$ cat src/rtl/ffha_pkg.sv
package ffha_pkg;

  // Heap geometry and table sizes.
  localparam int HEAP_BYTES   = 1048576;
  localparam int HEADER_BYTES = 16;
  localparam int FREE_SLOTS   = 16;
  localparam int RECORD_SLOTS = 32;
  localparam int ALIGN_MASK   = 7;

  // Payload field widths.
  localparam int FUNC_W   = 2;
  localparam int REQ_W    = 21;
  localparam int PTR_W    = 21;
  localparam int STATUS_W = 3;
  localparam int ADDR_W   = 20;
  localparam int LEN_W    = 21;

  // Internal widths.
  localparam int START_W = $clog2(HEAP_BYTES);
  localparam int NEED_W  = REQ_W + 1;
  localparam int SUM_W   = ((START_W > LEN_W) ? START_W : LEN_W) + 2;
  localparam int FCNT_W  = $clog2(FREE_SLOTS + 1);
  localparam int RIDX_W  = $clog2(RECORD_SLOTS);
  localparam int SCAN_W  = $clog2((RECORD_SLOTS > FREE_SLOTS) ? RECORD_SLOTS : FREE_SLOTS);

  // Function codes.
  localparam logic [FUNC_W-1:0] FUNC_ALLOC = 2'd0;
  localparam logic [FUNC_W-1:0] FUNC_FREE  = 2'd1;

  // Result status codes.
  localparam logic [STATUS_W-1:0] STAT_OK      = 3'd0;
  localparam logic [STATUS_W-1:0] STAT_NOFIT   = 3'd1;
  localparam logic [STATUS_W-1:0] STAT_RANGE   = 3'd2;
  localparam logic [STATUS_W-1:0] STAT_DOUBLE  = 3'd3;
  localparam logic [STATUS_W-1:0] STAT_UNKNOWN = 3'd4;
  localparam logic [STATUS_W-1:0] STAT_FULL    = 3'd5;

  // Record states.
  localparam logic [1:0] REC_UNUSED = 2'd0;
  localparam logic [1:0] REC_LIVE   = 2'd1;
  localparam logic [1:0] REC_FREED  = 2'd2;

  typedef struct packed {
    logic [FUNC_W-1:0] func;
    logic [REQ_W-1:0]  req_bytes;
    logic [PTR_W-1:0]  ptr;
  } in_item_t;

  typedef struct packed {
    logic [STATUS_W-1:0] status;
    logic [ADDR_W-1:0]   addr;
    logic [LEN_W-1:0]    granted_bytes;
    logic [LEN_W-1:0]    largest_free;
  } out_item_t;

  // One free extent: header offset and payload length.
  typedef struct packed {
    logic               valid;
    logic [START_W-1:0] start;
    logic [LEN_W-1:0]   len;
  } ext_t;

  // One allocation record.
  typedef struct packed {
    logic [1:0]         status;
    logic [START_W-1:0] addr;
    logic [LEN_W-1:0]   len;
  } rec_t;

  // Per-cell control of the record ring.
  typedef struct packed {
    logic shift;
    logic write;
  } rec_ctl_t;

  typedef enum logic [2:0] {
    S_IDLE,
    S_FSEARCH,
    S_FCHECK,
    S_RSEARCH,
    S_DECIDE,
    S_FEDIT,
    S_DONE
  } state_t;

endpackage

$ cat src/rtl/ffha_in_if.sv
interface ffha_in_if import ffha_pkg::*; ();
  logic     valid;
  logic     ready;
  in_item_t data;

  modport source (output valid, output data, input ready);
  modport sink (input valid, input data, output ready);
endinterface

$ cat src/rtl/ffha_out_if.sv
interface ffha_out_if import ffha_pkg::*; ();
  logic      valid;
  logic      ready;
  out_item_t data;

  modport source (output valid, output data, input ready);
  modport sink (input valid, input data, output ready);
endinterface

$ cat src/rtl/ffha_free_cell.sv
module ffha_free_cell import ffha_pkg::*; (
  input  logic clk,
  input  logic rst,
  input  ext_t init,
  input  logic shift,
  input  ext_t nbr,
  output ext_t ext
);

  // Take the neighbor's extent on every shift; reset loads the heap's initial view.
  always_ff @(posedge clk) begin
    if (rst) begin
      ext <= init;
    end else if (shift) begin
      ext <= nbr;
    end
  end

endmodule

$ cat src/rtl/ffha_rec_cell.sv
module ffha_rec_cell import ffha_pkg::*; (
  input  logic     clk,
  input  logic     rst,
  input  rec_ctl_t ctl,
  input  rec_t     nbr,
  input  rec_t     wr_data,
  output rec_t     rec
);

  logic [1:0]         status;
  logic [START_W-1:0] addr;
  logic [LEN_W-1:0]   len;

  // Record state starts out unused.
  always_ff @(posedge clk) begin
    if (rst) begin
      status <= REC_UNUSED;
    end else if (ctl.write) begin
      status <= wr_data.status;
    end else if (ctl.shift) begin
      status <= nbr.status;
    end
  end

  // Address and length are only meaningful once the record is used.
  always_ff @(posedge clk) begin
    if (ctl.write) begin
      addr <= wr_data.addr;
      len  <= wr_data.len;
    end else if (ctl.shift) begin
      addr <= nbr.addr;
      len  <= nbr.len;
    end
  end

  assign rec = '{status: status, addr: addr, len: len};

endmodule

$ cat src/rtl/first_fit_heap_allocator.sv
// First-fit heap allocator. The free extents live in a ring of FREE_SLOTS cells kept in
// address order, and the allocation records in a ring of RECORD_SLOTS cells; each pass
// rotates a ring by one cell per cycle past the controller, which reads the head cell and,
// for the free ring, writes the tail. A query makes one search rotation of the free ring;
// allocate and free may add one search rotation of the record ring and one editing
// rotation of the free ring. One item is processed at a time; the next input transfer is
// taken while an earlier result still waits in the output register.
module first_fit_heap_allocator import ffha_pkg::*; (
  input  logic        clk,
  input  logic        rst,
  ffha_in_if.sink     in_ch,
  ffha_out_if.source  out_ch
);

  state_t state, state_next;

  logic [SCAN_W-1:0] cnt;
  logic [FCNT_W-1:0] f_pos;
  logic [RIDX_W-1:0] r_pos;
  logic              last_f, last_r;

  // Rings.
  ext_t     fring [FREE_SLOTS];
  rec_t     rring [RECORD_SLOTS];
  ext_t     f_o;
  logic     f_shift, r_shift, r_wr;
  rec_t     r_wr_data;
  logic [RIDX_W-1:0] r_wr_idx;

  // Item registers.
  in_item_t          item;
  logic [NEED_W-1:0] need;
  logic [START_W-1:0] hdr_addr;
  logic [LEN_W-1:0]  largest;

  // Free search results.
  logic              found;
  logic [FCNT_W-1:0] fit_idx;
  logic [START_W-1:0] fit_start;
  logic [LEN_W-1:0]  fit_len;
  logic              pos_found;
  logic [FCNT_W-1:0] pos_idx;
  ext_t              prv, nxt;

  // Record search results.
  logic              m_found, u_found, d_found;
  logic [RIDX_W-1:0] m_idx, u_idx, d_idx;
  rec_t              m_rec;

  // Edit command.
  logic              mod_en, rem_en, ins_en;
  logic [FCNT_W-1:0] e_m, e_r;
  ext_t              e_val;
  ext_t              carry_ext;
  logic [FCNT_W-1:0] free_count;

  // Result.
  logic [STATUS_W-1:0] res_status;
  logic [ADDR_W-1:0]   res_addr;
  logic [LEN_W-1:0]    res_granted;
  logic                out_valid;
  out_item_t           out_data;

  // Decision signals.
  logic [START_W-1:0] payload;
  logic [START_W-1:0] key;
  logic               range_bad;
  logic               rsel_ok, split, jp, jn, free_full, edit_go;
  logic [RIDX_W-1:0]  k_idx;
  logic [STATUS_W-1:0] chk_status, dec_status;
  logic               d_mod, d_rem, d_ins, d_inc, d_dec;
  logic [FCNT_W-1:0]  d_m, d_r;
  ext_t               d_val;
  logic               accept;

  assign accept = in_ch.valid && in_ch.ready;
  assign f_pos  = FCNT_W'(cnt);
  assign r_pos  = RIDX_W'(cnt);
  assign last_f = (cnt == SCAN_W'(FREE_SLOTS - 1));
  assign last_r = (cnt == SCAN_W'(RECORD_SLOTS - 1));

  // Free extent ring: cell 0 is the head, the controller feeds the last cell.
  for (genvar j = 0; j < FREE_SLOTS; j++) begin : g_free
    ext_t init_j;
    ext_t nbr_j;
    assign init_j = (j == 0) ?
                    ext_t'{valid: 1'b1, start: '0, len: LEN_W'(HEAP_BYTES - HEADER_BYTES)} :
                    ext_t'('0);
    assign nbr_j  = (j == FREE_SLOTS - 1) ? f_o : fring[(j + 1) % FREE_SLOTS];
    ffha_free_cell u_cell (
      .clk   (clk),
      .rst   (rst),
      .init  (init_j),
      .shift (f_shift),
      .nbr   (nbr_j),
      .ext   (fring[j])
    );
  end

  // Record ring: a pure rotation, with a direct write into one cell.
  for (genvar j = 0; j < RECORD_SLOTS; j++) begin : g_rec
    rec_ctl_t ctl_j;
    assign ctl_j = '{shift: r_shift, write: r_wr && (r_wr_idx == RIDX_W'(j))};
    ffha_rec_cell u_cell (
      .clk     (clk),
      .rst     (rst),
      .ctl     (ctl_j),
      .nbr     (rring[(j + 1) % RECORD_SLOTS]),
      .wr_data (r_wr_data),
      .rec     (rring[j])
    );
  end

  // Decisions from the search results.
  always_comb begin
    payload   = START_W'(fit_start + START_W'(HEADER_BYTES));
    key       = (item.func == FUNC_ALLOC) ? payload : START_W'(item.ptr);
    range_bad = (32'(item.ptr) >= 32'(HEAP_BYTES));
    rsel_ok   = m_found || u_found || d_found;
    k_idx     = m_found ? m_idx : (u_found ? u_idx : d_idx);
    split     = SUM_W'(fit_len) > (SUM_W'(HEADER_BYTES) + SUM_W'(need));
    jp = prv.valid && ((SUM_W'(prv.start) + SUM_W'(HEADER_BYTES) + SUM_W'(prv.len))
                       == SUM_W'(hdr_addr));
    jn = nxt.valid && ((SUM_W'(hdr_addr) + SUM_W'(HEADER_BYTES) + SUM_W'(m_rec.len))
                       == SUM_W'(nxt.start));
    free_full = !jp && !jn && (free_count >= FCNT_W'(FREE_SLOTS));

    if (item.func == FUNC_ALLOC) begin
      chk_status = found ? STAT_OK : STAT_NOFIT;
    end else if (item.func == FUNC_FREE && range_bad) begin
      chk_status = STAT_RANGE;
    end else begin
      chk_status = STAT_OK;
    end

    d_mod = 1'b0;
    d_rem = 1'b0;
    d_ins = 1'b0;
    d_inc = 1'b0;
    d_dec = 1'b0;
    d_m   = '0;
    d_r   = '0;
    d_val = '0;
    dec_status = STAT_OK;
    r_wr_idx   = k_idx;
    r_wr_data  = '{status: REC_LIVE, addr: payload, len: fit_len};
    edit_go    = 1'b0;

    if (item.func == FUNC_ALLOC) begin
      // Split the extent, or hand over all of it.
      edit_go    = rsel_ok;
      dec_status = rsel_ok ? STAT_OK : STAT_FULL;
      if (split) begin
        d_mod = 1'b1;
        d_m   = fit_idx;
        d_val = '{valid: 1'b1,
                  start: START_W'(SUM_W'(payload) + SUM_W'(need)),
                  len:   LEN_W'(SUM_W'(fit_len) - SUM_W'(HEADER_BYTES) - SUM_W'(need))};
        r_wr_data.len = LEN_W'(need);
      end else begin
        d_rem = 1'b1;
        d_r   = fit_idx;
        d_dec = 1'b1;
      end
    end else begin
      // Free: validate, then coalesce with the neighbors.
      r_wr_idx  = m_idx;
      r_wr_data = '{status: REC_FREED, addr: m_rec.addr, len: m_rec.len};
      if (!m_found) begin
        dec_status = STAT_UNKNOWN;
      end else if (m_rec.status == REC_FREED) begin
        dec_status = STAT_DOUBLE;
      end else if (free_full) begin
        dec_status = STAT_FULL;
      end else begin
        edit_go = 1'b1;
      end
      if (jp && jn) begin
        d_mod = 1'b1;
        d_m   = pos_idx - 1'b1;
        d_val = '{valid: 1'b1, start: prv.start,
                  len: LEN_W'(SUM_W'(prv.len) + SUM_W'(m_rec.len) + SUM_W'(nxt.len)
                              + SUM_W'(2 * HEADER_BYTES))};
        d_rem = 1'b1;
        d_r   = pos_idx;
        d_dec = 1'b1;
      end else if (jp) begin
        d_mod = 1'b1;
        d_m   = pos_idx - 1'b1;
        d_val = '{valid: 1'b1, start: prv.start,
                  len: LEN_W'(SUM_W'(prv.len) + SUM_W'(m_rec.len) + SUM_W'(HEADER_BYTES))};
      end else if (jn) begin
        d_mod = 1'b1;
        d_m   = pos_idx;
        d_val = '{valid: 1'b1, start: hdr_addr,
                  len: LEN_W'(SUM_W'(nxt.len) + SUM_W'(m_rec.len) + SUM_W'(HEADER_BYTES))};
      end else begin
        d_mod = 1'b1;
        d_ins = 1'b1;
        d_m   = pos_idx;
        d_val = '{valid: 1'b1, start: hdr_addr, len: m_rec.len};
        d_inc = 1'b1;
      end
    end
  end

  // Tail feed of the free ring: rotate, or rewrite the table while it goes around.
  always_comb begin
    f_o = fring[0];
    if (state == S_FEDIT) begin
      if (mod_en && f_pos == e_m) begin
        f_o = e_val;
      end else if (rem_en && f_pos >= e_r) begin
        f_o = last_f ? '0 : fring[1];
      end else if (ins_en && f_pos > e_m) begin
        f_o = carry_ext;
      end
    end
  end

  // Next state.
  always_comb begin
    state_next = state;
    unique case (state)
      S_IDLE: begin
        if (accept) state_next = S_FSEARCH;
      end
      S_FSEARCH: begin
        if (last_f) state_next = S_FCHECK;
      end
      S_FCHECK: begin
        if (item.func == FUNC_ALLOC) begin
          state_next = found ? S_RSEARCH : S_DONE;
        end else if (item.func == FUNC_FREE) begin
          state_next = range_bad ? S_DONE : S_RSEARCH;
        end else begin
          state_next = S_DONE;
        end
      end
      S_RSEARCH: begin
        if (last_r) state_next = S_DECIDE;
      end
      S_DECIDE: begin
        state_next = edit_go ? S_FEDIT : S_DONE;
      end
      S_FEDIT: begin
        if (last_f) state_next = S_DONE;
      end
      S_DONE: begin
        if (!out_valid || out_ch.ready) state_next = S_IDLE;
      end
      default: state_next = S_IDLE;
    endcase
  end

  // Control strobes.
  always_comb begin
    in_ch.ready = (state == S_IDLE);
    f_shift     = (state == S_FSEARCH) || (state == S_FEDIT);
    r_shift     = (state == S_RSEARCH);
    r_wr        = (state == S_DECIDE) && edit_go;
  end

  // Control registers.
  always_ff @(posedge clk) begin
    if (rst) begin
      state      <= S_IDLE;
      free_count <= FCNT_W'(1);
      out_valid  <= 1'b0;
    end else begin
      state <= state_next;
      if (state == S_DECIDE && edit_go) begin
        if (d_inc) free_count <= free_count + 1'b1;
        if (d_dec) free_count <= free_count - 1'b1;
      end
      if (state == S_DONE && (!out_valid || out_ch.ready)) begin
        out_valid <= 1'b1;
      end else if (out_ch.ready) begin
        out_valid <= 1'b0;
      end
    end
  end

  // Datapath registers.
  always_ff @(posedge clk) begin
    if (state == S_FSEARCH || state == S_RSEARCH || state == S_FEDIT) begin
      cnt <= cnt + 1'b1;
    end else begin
      cnt <= '0;
    end

    unique case (state)
      S_IDLE: begin
        if (accept) begin
          item        <= in_ch.data;
          need        <= (NEED_W'(in_ch.data.req_bytes) + NEED_W'(ALIGN_MASK + 1))
                         & ~NEED_W'(ALIGN_MASK);
          hdr_addr    <= START_W'(in_ch.data.ptr) - START_W'(HEADER_BYTES);
          largest     <= '0;
          found       <= 1'b0;
          pos_found   <= 1'b0;
          pos_idx     <= FCNT_W'(FREE_SLOTS);
          prv         <= '0;
          nxt         <= '0;
          m_found     <= 1'b0;
          u_found     <= 1'b0;
          d_found     <= 1'b0;
          res_status  <= STAT_OK;
          res_addr    <= '0;
          res_granted <= '0;
        end
      end
      S_FSEARCH: begin
        // Walk the extents: largest, first fit, and sorted position of the freed chunk.
        if (fring[0].valid && fring[0].len > largest) largest <= fring[0].len;
        if (!found && fring[0].valid && NEED_W'(fring[0].len) >= need) begin
          found     <= 1'b1;
          fit_idx   <= f_pos;
          fit_start <= fring[0].start;
          fit_len   <= fring[0].len;
        end
        if (!pos_found) begin
          if (!fring[0].valid || fring[0].start > hdr_addr) begin
            pos_found <= 1'b1;
            pos_idx   <= f_pos;
            nxt       <= fring[0];
          end else begin
            prv <= fring[0];
          end
        end
      end
      S_FCHECK: begin
        res_status <= chk_status;
      end
      S_RSEARCH: begin
        // Walk the records: matching address, first unused, first freed.
        if (!m_found && rring[0].status != REC_UNUSED && rring[0].addr == key) begin
          m_found <= 1'b1;
          m_idx   <= r_pos;
          m_rec   <= rring[0];
        end
        if (!u_found && rring[0].status == REC_UNUSED) begin
          u_found <= 1'b1;
          u_idx   <= r_pos;
        end
        if (!d_found && rring[0].status == REC_FREED) begin
          d_found <= 1'b1;
          d_idx   <= r_pos;
        end
      end
      S_DECIDE: begin
        res_status <= dec_status;
        mod_en     <= d_mod;
        rem_en     <= d_rem;
        ins_en     <= d_ins;
        e_m        <= d_m;
        e_r        <= d_r;
        e_val      <= d_val;
        if (edit_go) begin
          largest <= '0;
          if (item.func == FUNC_ALLOC) begin
            res_addr    <= ADDR_W'(payload);
            res_granted <= LEN_W'(item.req_bytes);
          end
        end
      end
      S_FEDIT: begin
        // Largest is taken over the rewritten table.
        carry_ext <= fring[0];
        if (f_o.valid && f_o.len > largest) largest <= f_o.len;
      end
      S_DONE: begin
        if (!out_valid || out_ch.ready) begin
          out_data <= '{status: res_status, addr: res_addr,
                        granted_bytes: res_granted, largest_free: largest};
        end
      end
      default: begin
      end
    endcase
  end

  assign out_ch.valid = out_valid;
  assign out_ch.data  = out_data;

endmodule

$ cat src/flat_wrapper.sv
// flat-port wrapper written by rule: the top's interface ports become plain ports
module first_fit_heap_allocator_flat import ffha_pkg::*;
  (clk, rst, in_ch_valid, in_ch_data, in_ch_ready, out_ch_valid, out_ch_data, out_ch_ready);
  ffha_in_if in_ch_i ();
  ffha_out_if out_ch_i ();
  input  logic clk;
  input  logic rst;
  input wire logic [$bits(in_ch_i.valid)-1:0] in_ch_valid;
  input wire logic [$bits(in_ch_i.data)-1:0] in_ch_data;
  output wire logic [$bits(in_ch_i.ready)-1:0] in_ch_ready;
  output wire logic [$bits(out_ch_i.valid)-1:0] out_ch_valid;
  output wire logic [$bits(out_ch_i.data)-1:0] out_ch_data;
  input wire logic [$bits(out_ch_i.ready)-1:0] out_ch_ready;
  assign in_ch_i.valid = in_ch_valid;
  assign in_ch_i.data = in_ch_data;
  assign in_ch_ready = in_ch_i.ready;
  assign out_ch_valid = out_ch_i.valid;
  assign out_ch_data = out_ch_i.data;
  assign out_ch_i.ready = out_ch_ready;
  first_fit_heap_allocator u_core (.clk(clk), .rst(rst), .in_ch(in_ch_i), .out_ch(out_ch_i));
endmodule
$ cat config.mk
export PLATFORM = sky130hd
export DESIGN_NAME = first_fit_heap_allocator_flat
export DESIGN_NICKNAME = d
export VERILOG_FILES = /design/src/rtl/ffha_pkg.sv /design/src/rtl/ffha_in_if.sv /design/src/rtl/ffha_out_if.sv /design/src/rtl/ffha_free_cell.sv /design/src/rtl/ffha_rec_cell.sv /design/src/rtl/first_fit_heap_allocator.sv /design/src/flat_wrapper.sv
export SDC_FILE = /design/constraint.sdc
export NUM_CORES = 2
export LEC_CHECK = 0
export BUFFER_PORTS_ARGS = -buffer_cell sky130_fd_sc_hd__buf_2
export CORE_AREA = 4 4 499 501
export CTS_CLUSTER_SIZE = 20
export DETAILED_ROUTE_END_ITERATION = 10
export DIE_AREA = 0 0 503 505
export SYNTH_ARGS = -nofsm -noshare
export SYNTH_HDL_FRONTEND = slang
export SYNTH_SLANG_ARGS = --single-unit
$ cat constraint.sdc
create_clock -name clk -period 7.1 [get_ports clk]
set_clock_uncertainty 0.15 [all_clocks]
set_input_delay 0.355 -clock clk [delete_from_list [all_inputs] [get_ports clk]]
set_output_delay 0.355 -clock clk [all_outputs]
set_load 0.05 [all_outputs]
# == Word-level counts from Yosys, hierarchy flattened ==
# Index checks and enable logic that the tools add are counted.
# op_classes
n_lt_le_gt_ge,9
n_eq_ne,62
n_mux,288
n_addsub,21
n_reduce_logical,129
# ops
op,count
$mux 21,73
$mux 20,68
$mux 42,13
$pmux 42 s2,2
$mux 2,66
$eq 5x5->1 const B,17
$pmux 21 s4,1
$reduce_bool 2->1,38
$mux 5,15
$add 21x21->21,3
$logic_and 1x1->1,52
$mux 3,16
$add 23x21->23,2
$eq 23x20->1,2
$eq 5x4->1 const B,9
$add 20x5->21 const B,2
$add 21x5->21 const B,2
$gt 21x21->1,2
$pmux 21 s2,1
$mux 41,1
$pmux 20 s2,1
$add 5x22->23 const A,1
$gt 21x23->1,1
$add 21x4->22 const B,1
other kinds (43),120
# totals
elab_cells,702
register_bits,2570
out_inout_bits,67
inputBits,48

# == Longest topological paths before layout ==
# logic_depth
depth_word,14
ltp_mapped,28
mapped_depth_nobuf,26

# == Modules after synthesis ==
# From an unflattened synthesis, not the netlist that was laid out.
# hier_totals
hier_cells,7846
area_unflattened_um2,130841.7
# modules_own_cells
mod,cells_per_inst,area_each_um2,instances,seq_area_each_um2
ffha_rec_cell,97,2029.4,32,1271.2
first_fit_heap_allocator,3302,34249.1,1,15384.8
ffha_free_cell,90,1978.1,16,1261.2

# == Worst setup path before layout ==
# Ideal clock, no wire load.
# synth_path
path_type,reg-to-reg
from,register u_core.state[0]
to,register u_core.nxt[0] (netlist bit) (enable)
stages_incl_launch_ff,8
t_required_ps,6422
arrival_ps,6762
setup_ps,528
path_slack_ps,-340
n_path_buf,1
period_less_slack_ps,7440
cell_sequence,dfxtp_1 clkbuf_1 or3_1 inv_1 nand2_1 inv_1 nor2_1 a221oi_1
# synth_via
elab_chain_len,4
word_cells_on_any_way,8
classes_between,eq/ne (4); reduce/logical (4)
# synth_rtl
element,line,source
start: declaration,first_fit_heap_allocator.sv:15,"state_t state, state_next;"
start signal: assignment,first_fit_heap_allocator.sv:271,state <= state_next;
$logic_not 3->1 (*),first_fit_heap_allocator.sv:258,in_ch.ready = (state == S_IDLE);
via in_ch_ready,flat_wrapper.sv:10,output wire logic [$bits(in_ch_i.ready)-1:0] in_ch_ready;
$logic_and 1x1->1,first_fit_heap_allocator.sv:76,assign accept = in_ch.valid && in_ch.ready;
$ne 2x2->1 (no line),-,
$reduce_and 4->1 (no line) (*),-,
end signal: assignment,first_fit_heap_allocator.sv:326,nxt <= fring[0];
end: declaration,first_fit_heap_allocator.sv:43,"ext_t prv, nxt;"
# Mark *: on every way through the listed nets, which the timed path passes. The rest lies on a longest branch.
# A chain may end at the register's enable or synchronous reset.

# == Worst setup path after layout ==
# layout_path
from,register u_core.hdr_addr[8]
to,register u_core.g_rec[18].u_cell.len[5] (data pin)
# layout_via
elab_chain_len,14
word_cells_on_any_way,17
classes_between,add/sub (2); eq/ne (2); mux (5); reduce/logical (8)
# layout_rtl
element,line,source
start: declaration,first_fit_heap_allocator.sv:33,logic [START_W-1:0] hdr_addr;
start signal: assignment,first_fit_heap_allocator.sv:298,hdr_addr <= START_W'(in_ch.data.ptr) - START_W'(HEADER_BYTES);
$add 20x5->21,first_fit_heap_allocator.sv:124,jn = nxt.valid && ((SUM_W'(hdr_addr) + SUM_W'(HEADER_BYTES) + SUM_W'(m_rec.len))
$add 23x21->23,first_fit_heap_allocator.sv:124,
$eq 23x20->1,first_fit_heap_allocator.sv:125,== SUM_W'(nxt.start));
$logic_and 1x1->1,first_fit_heap_allocator.sv:124,
$logic_not 1->1,first_fit_heap_allocator.sv:126,free_full = !jp && !jn && (free_count >= FCNT_W'(FREE_SLOTS));
$logic_and 1x1->1 (*) (2 in series),first_fit_heap_allocator.sv:126,
$mux 1 (*),first_fit_heap_allocator.sv:173,end else if (free_full) begin
$mux 1 (*),first_fit_heap_allocator.sv:171,end else if (m_rec.status == REC_FREED) begin
$mux 1 (*),first_fit_heap_allocator.sv:169,if (!m_found) begin
$mux 1 (*),first_fit_heap_allocator.sv:149,if (item.func == FUNC_ALLOC) begin
$logic_and 1x1->1 (*),first_fit_heap_allocator.sv:261,r_wr = (state == S_DECIDE) && edit_go;
$logic_and 1x1->1 (*),first_fit_heap_allocator.sv:103,"assign ctl_j = '{shift: r_shift, write: r_wr && (r_wr_idx == RIDX_W'(j))};"
$mux 21 (*),ffha_rec_cell.sv:27,if (ctl.write) begin
end signal: assignment,ffha_rec_cell.sv:29,len <= wr_data.len;
end signal: assignment,ffha_rec_cell.sv:32,len <= nbr.len;
end: declaration,ffha_rec_cell.sv:12,logic [LEN_W-1:0] len;
# Every way passes the cells marked *; elsewhere a longest branch is shown, timed or not.

==> metrics.md <==
| Metric | Value |
|---|---|
| Clock buffer depth | 4 |
| Fin crit period | 6.805 ns |
| Die H | 505 µm |
| WL per Instance | 24.09 µm |
| CP most frequent cell | buf_12 |
| Post-synthesis cell count | 10828 |
| Hold Fails Final Rpt | 0 |
| Post-synth EDFFs | 1815 |
| Vias in the first global route | 76874 |
| Area leader, netlist | edfxtp_1 |
| Core area | 0.2448 mm² |
| Top_reg_cell synth | edfxtp_1 |
| RSZ-0062 raised after global routing | false |
| Vias per inst | 5.748 |
| R2r setup slk | 0.30 ns |
| PwrDens | 363.7 mW/mm² |
| Setup CP Type | flop to flop |
| Area contributors post-synth | edfxtp_1 49%, dfxtp_1 13%, nand2_1 9.5%, o21ai_0 6.4%, a21oi_1 4.1% |
| Peak supply drop | 0.0003060 V |
| Tightest Hold Check Type | input pin to flop |
| Total power | 46410 µW |
| 1st-iter DRT viols | 9604 |
| Largest net degree at the start of global routing | 221 |
| Share of layout cells above drive strength 1 | 8.895% |
| Levels on crit path | 21 |
| Commonest non-fill, non-tap cell in the layout | nand2_1 |
| Post-Route WL | 343.7 mm |
| Post-DP Area | 0.1177 mm² |
| Syn nets | 11208 |
| GRT Util Overall | 26.37% |
| Synth cell types | 77 |
| Finished Cell Area | 0.1276 mm² |
| Max cap viols | 0 |
| Synth Cell Area | 0.1119 mm² |
| WP data required | 7.54 ns |
| Layout Nets | 11212 |
| Slew Limit Fails | 0 |
| I/O pins | 115 |
| Async SR Flop Fraction | 0% |
| Share of the synthesized area in the top cell type | 48.72% |
| Rel. slew slack | 8.869% |
| Clk sink count | 2565 |
| Crit path max fanout | 82 |
| Register area share after synthesis | 62.14% |
| RR Startpoint | u_core.hdr_addr[8] |
| Die W | 503 µm |
| Slowest CP cell | o21ai_0 |
| Status | complete, no violations |
| Top delay family on crit path | compound AO/OA/AOI/OAI gates |
| CP endpoint kind | flop |
| Grt total ovfl | 0 |
| Synthesized flop and latch total | 2565 |
| First-pass GRT wire length | 505.9 mm |
| Area growth, synth to finish | 14.06% |
| Worst setup endpoint | u_core.g_rec[18].u_cell.len[5] |
| YS warnings | 0 |
| Setup TNS | 0 ns |
| Final HPWL DP | 233.8 mm |
| Worst path cell trace | inv_1 > nor3_1 > and3_1 > and2_1 > nand2_1 > xnor2_1 > ha_1 > a21oi_1 > o22ai_1 > a2111oi_0 > o211ai_1 > nor4_1 > nor4b_1 > buf_4 > nand4_1 > a2111o_1 > a21oi_4 > buf_12 > o21ai_4 > buf_12 > o21ai_0 |
| Final ANT Viol Nets | 0 |
| Worst Max-Slew Pin Slew | 1.362 ns |
| Initial antenna violation count | 34 |
| Syn Area/Cell | 10.33 µm² |
| R2r worst-path depth | 21 |
| Standby leakage power | 0.04730 µW |
| Placer Congestion | 0.9532 |
| Initial Util | 45.70% |
| Root buf cell | clkbuf_16 |
| Startpoint Class | flop |
| Number of CTS-inserted buffers | 293 |
| Drt pass-1 iters | 6 |
| Util after Layout | 52.13% |
| CTS tree | built |
| Layout filler cell count | 21401 |
| FF-to-FF End | u_core.g_rec[18].u_cell.len[5] |
| # setup viols final | 0 |
| WHS Path Cells | 2 |
| CTS H-tree lvls | 5 |
| Setup crit start | u_core.hdr_addr[8] |
| Clk_lat worst skew | 0.95 ns |
| Crit path buf inv count | 4 |
| Tcrit/Tclk final | 95.84% |
| Row cnt | 182 |
| Max stage delay on crit path | 0.57 ns |
| Via count | 82021 |
| Crit path arrival time | 7.25 ns |
| Port Buf Inserts | 114 |
| Most frequent cells in the layout | 2834 x nand2_1, 1815 x edfxtp_1, 1404 x o21ai_0 |
| Clk pin slew, worst setup/hold paths | 0.06 ns |
| Die ar. | 0.2540 mm² |
| Highest Clock Rate | 0.1470 GHz |
| DRC violations left | 0 |
-- cell usage after synthesis (73+ instances only) --
library cell	n
a211oi_1	110
a21o_1	83
a21oi_1	913
and3_1	73
buf_2	74
clkbuf_1	676
dfxtp_1	750
edfxtp_1	1815
ha_1	325
inv_1	202
mux2i_1	128
nand2_1	2836
nand3_1	151
nor2_1	281
o21ai_0	1428
xnor2_1	170
xor2_1	94
-- power breakdown --
group	internal [µW]	switching, µW	leakage, µW
sequential	18100	1200	0.0226
clock	8790	5970	0.00455
combinational	3930	8460	0.0201
-- logic make-up after synthesis --
group	count (synthesis)	share of synthesized area, %
AO/OA/AOI/OAI	2840	13.80
adder cells (fa/ha/maj)	332	3.760
buffers and inverters	977	3.381
multiplexers	133	1.196
XOR/XNOR	265	2.081
flip-flops	2565	62.14
AND/OR/NAND/NOR	3716	13.64
-- final cells by class --
class	instances	area (µm²)	share of cell area, %
timing repair buffer	483	4453	3.490
antenna	10	25.02	0.01961
multi-input combinational	7286	39530	30.98
clock inverter	114	1106	0.8668
tap	3220	4029	3.157
inverter	203	763.2	0.5981
sequential	2565	69520	54.48
clock buffer	389	8184	6.414
-- sequential cells by signal, summed over array words and instances (netlist names), 43 cells and up --
name and cells:
u_core.m_rec 43, u_core.g_rec.u_cell.status 64, u_core.g_rec.u_cell.len 672, u_core.out_ch.data 65
u_core.g_free.u_cell.ext 672, u_core.g_rec.u_cell.addr 640
-- how the worst min path moves through the flow --
stage                           start                endpoint  slack [ns]
2_1_floorplan   u_core.res_granted[0]  u_core.out_ch.data[21]        0.25
3_3_place_gp    u_core.res_granted[6]  u_core.out_ch.data[27]        0.25
3_5_place_dp   u_core.res_granted[19]  u_core.out_ch.data[40]        0.25
4_1_cts                in_ch_data[17]         u_core.item[17]       0.005
5_1_grt                 in_ch_data[9]          u_core.item[9]        0.06
6_report               in_ch_data[17]         u_core.item[17]        0.08
-- metrics by stage --
stage	std cells	hold slack, ns	setup slack [ns]
floorplan	10828	0.2503	0.2410
global placement	13703	0.2516	0.4460
detailed placement	13703	0.2545	0.2779
CTS	14260	0.004794	0.1984
global route	14263	0.05670	0.1127
finish	14270	0.08398	0.2950
-- metal layers --
layer	track usage (%)	vias to the layer above	part of all wire (%)
met5	0	-	0.0023
met4	7.237	2	2.7
met3	6.072	478	9.6
met2	37.01	3239	41
met1	40.62	40250	46
li1	-	38052	-
-- what timing repair did --
item / CTS / global route
setup buffers: 0 / 0
hold buffers: 54 / 0
hold endpoints to repair: 152 / 0
resized for setup: 0 / 4
setup endpoints to repair: 0 / 451
Note: power is estimated with default switching activity, not from simulation.
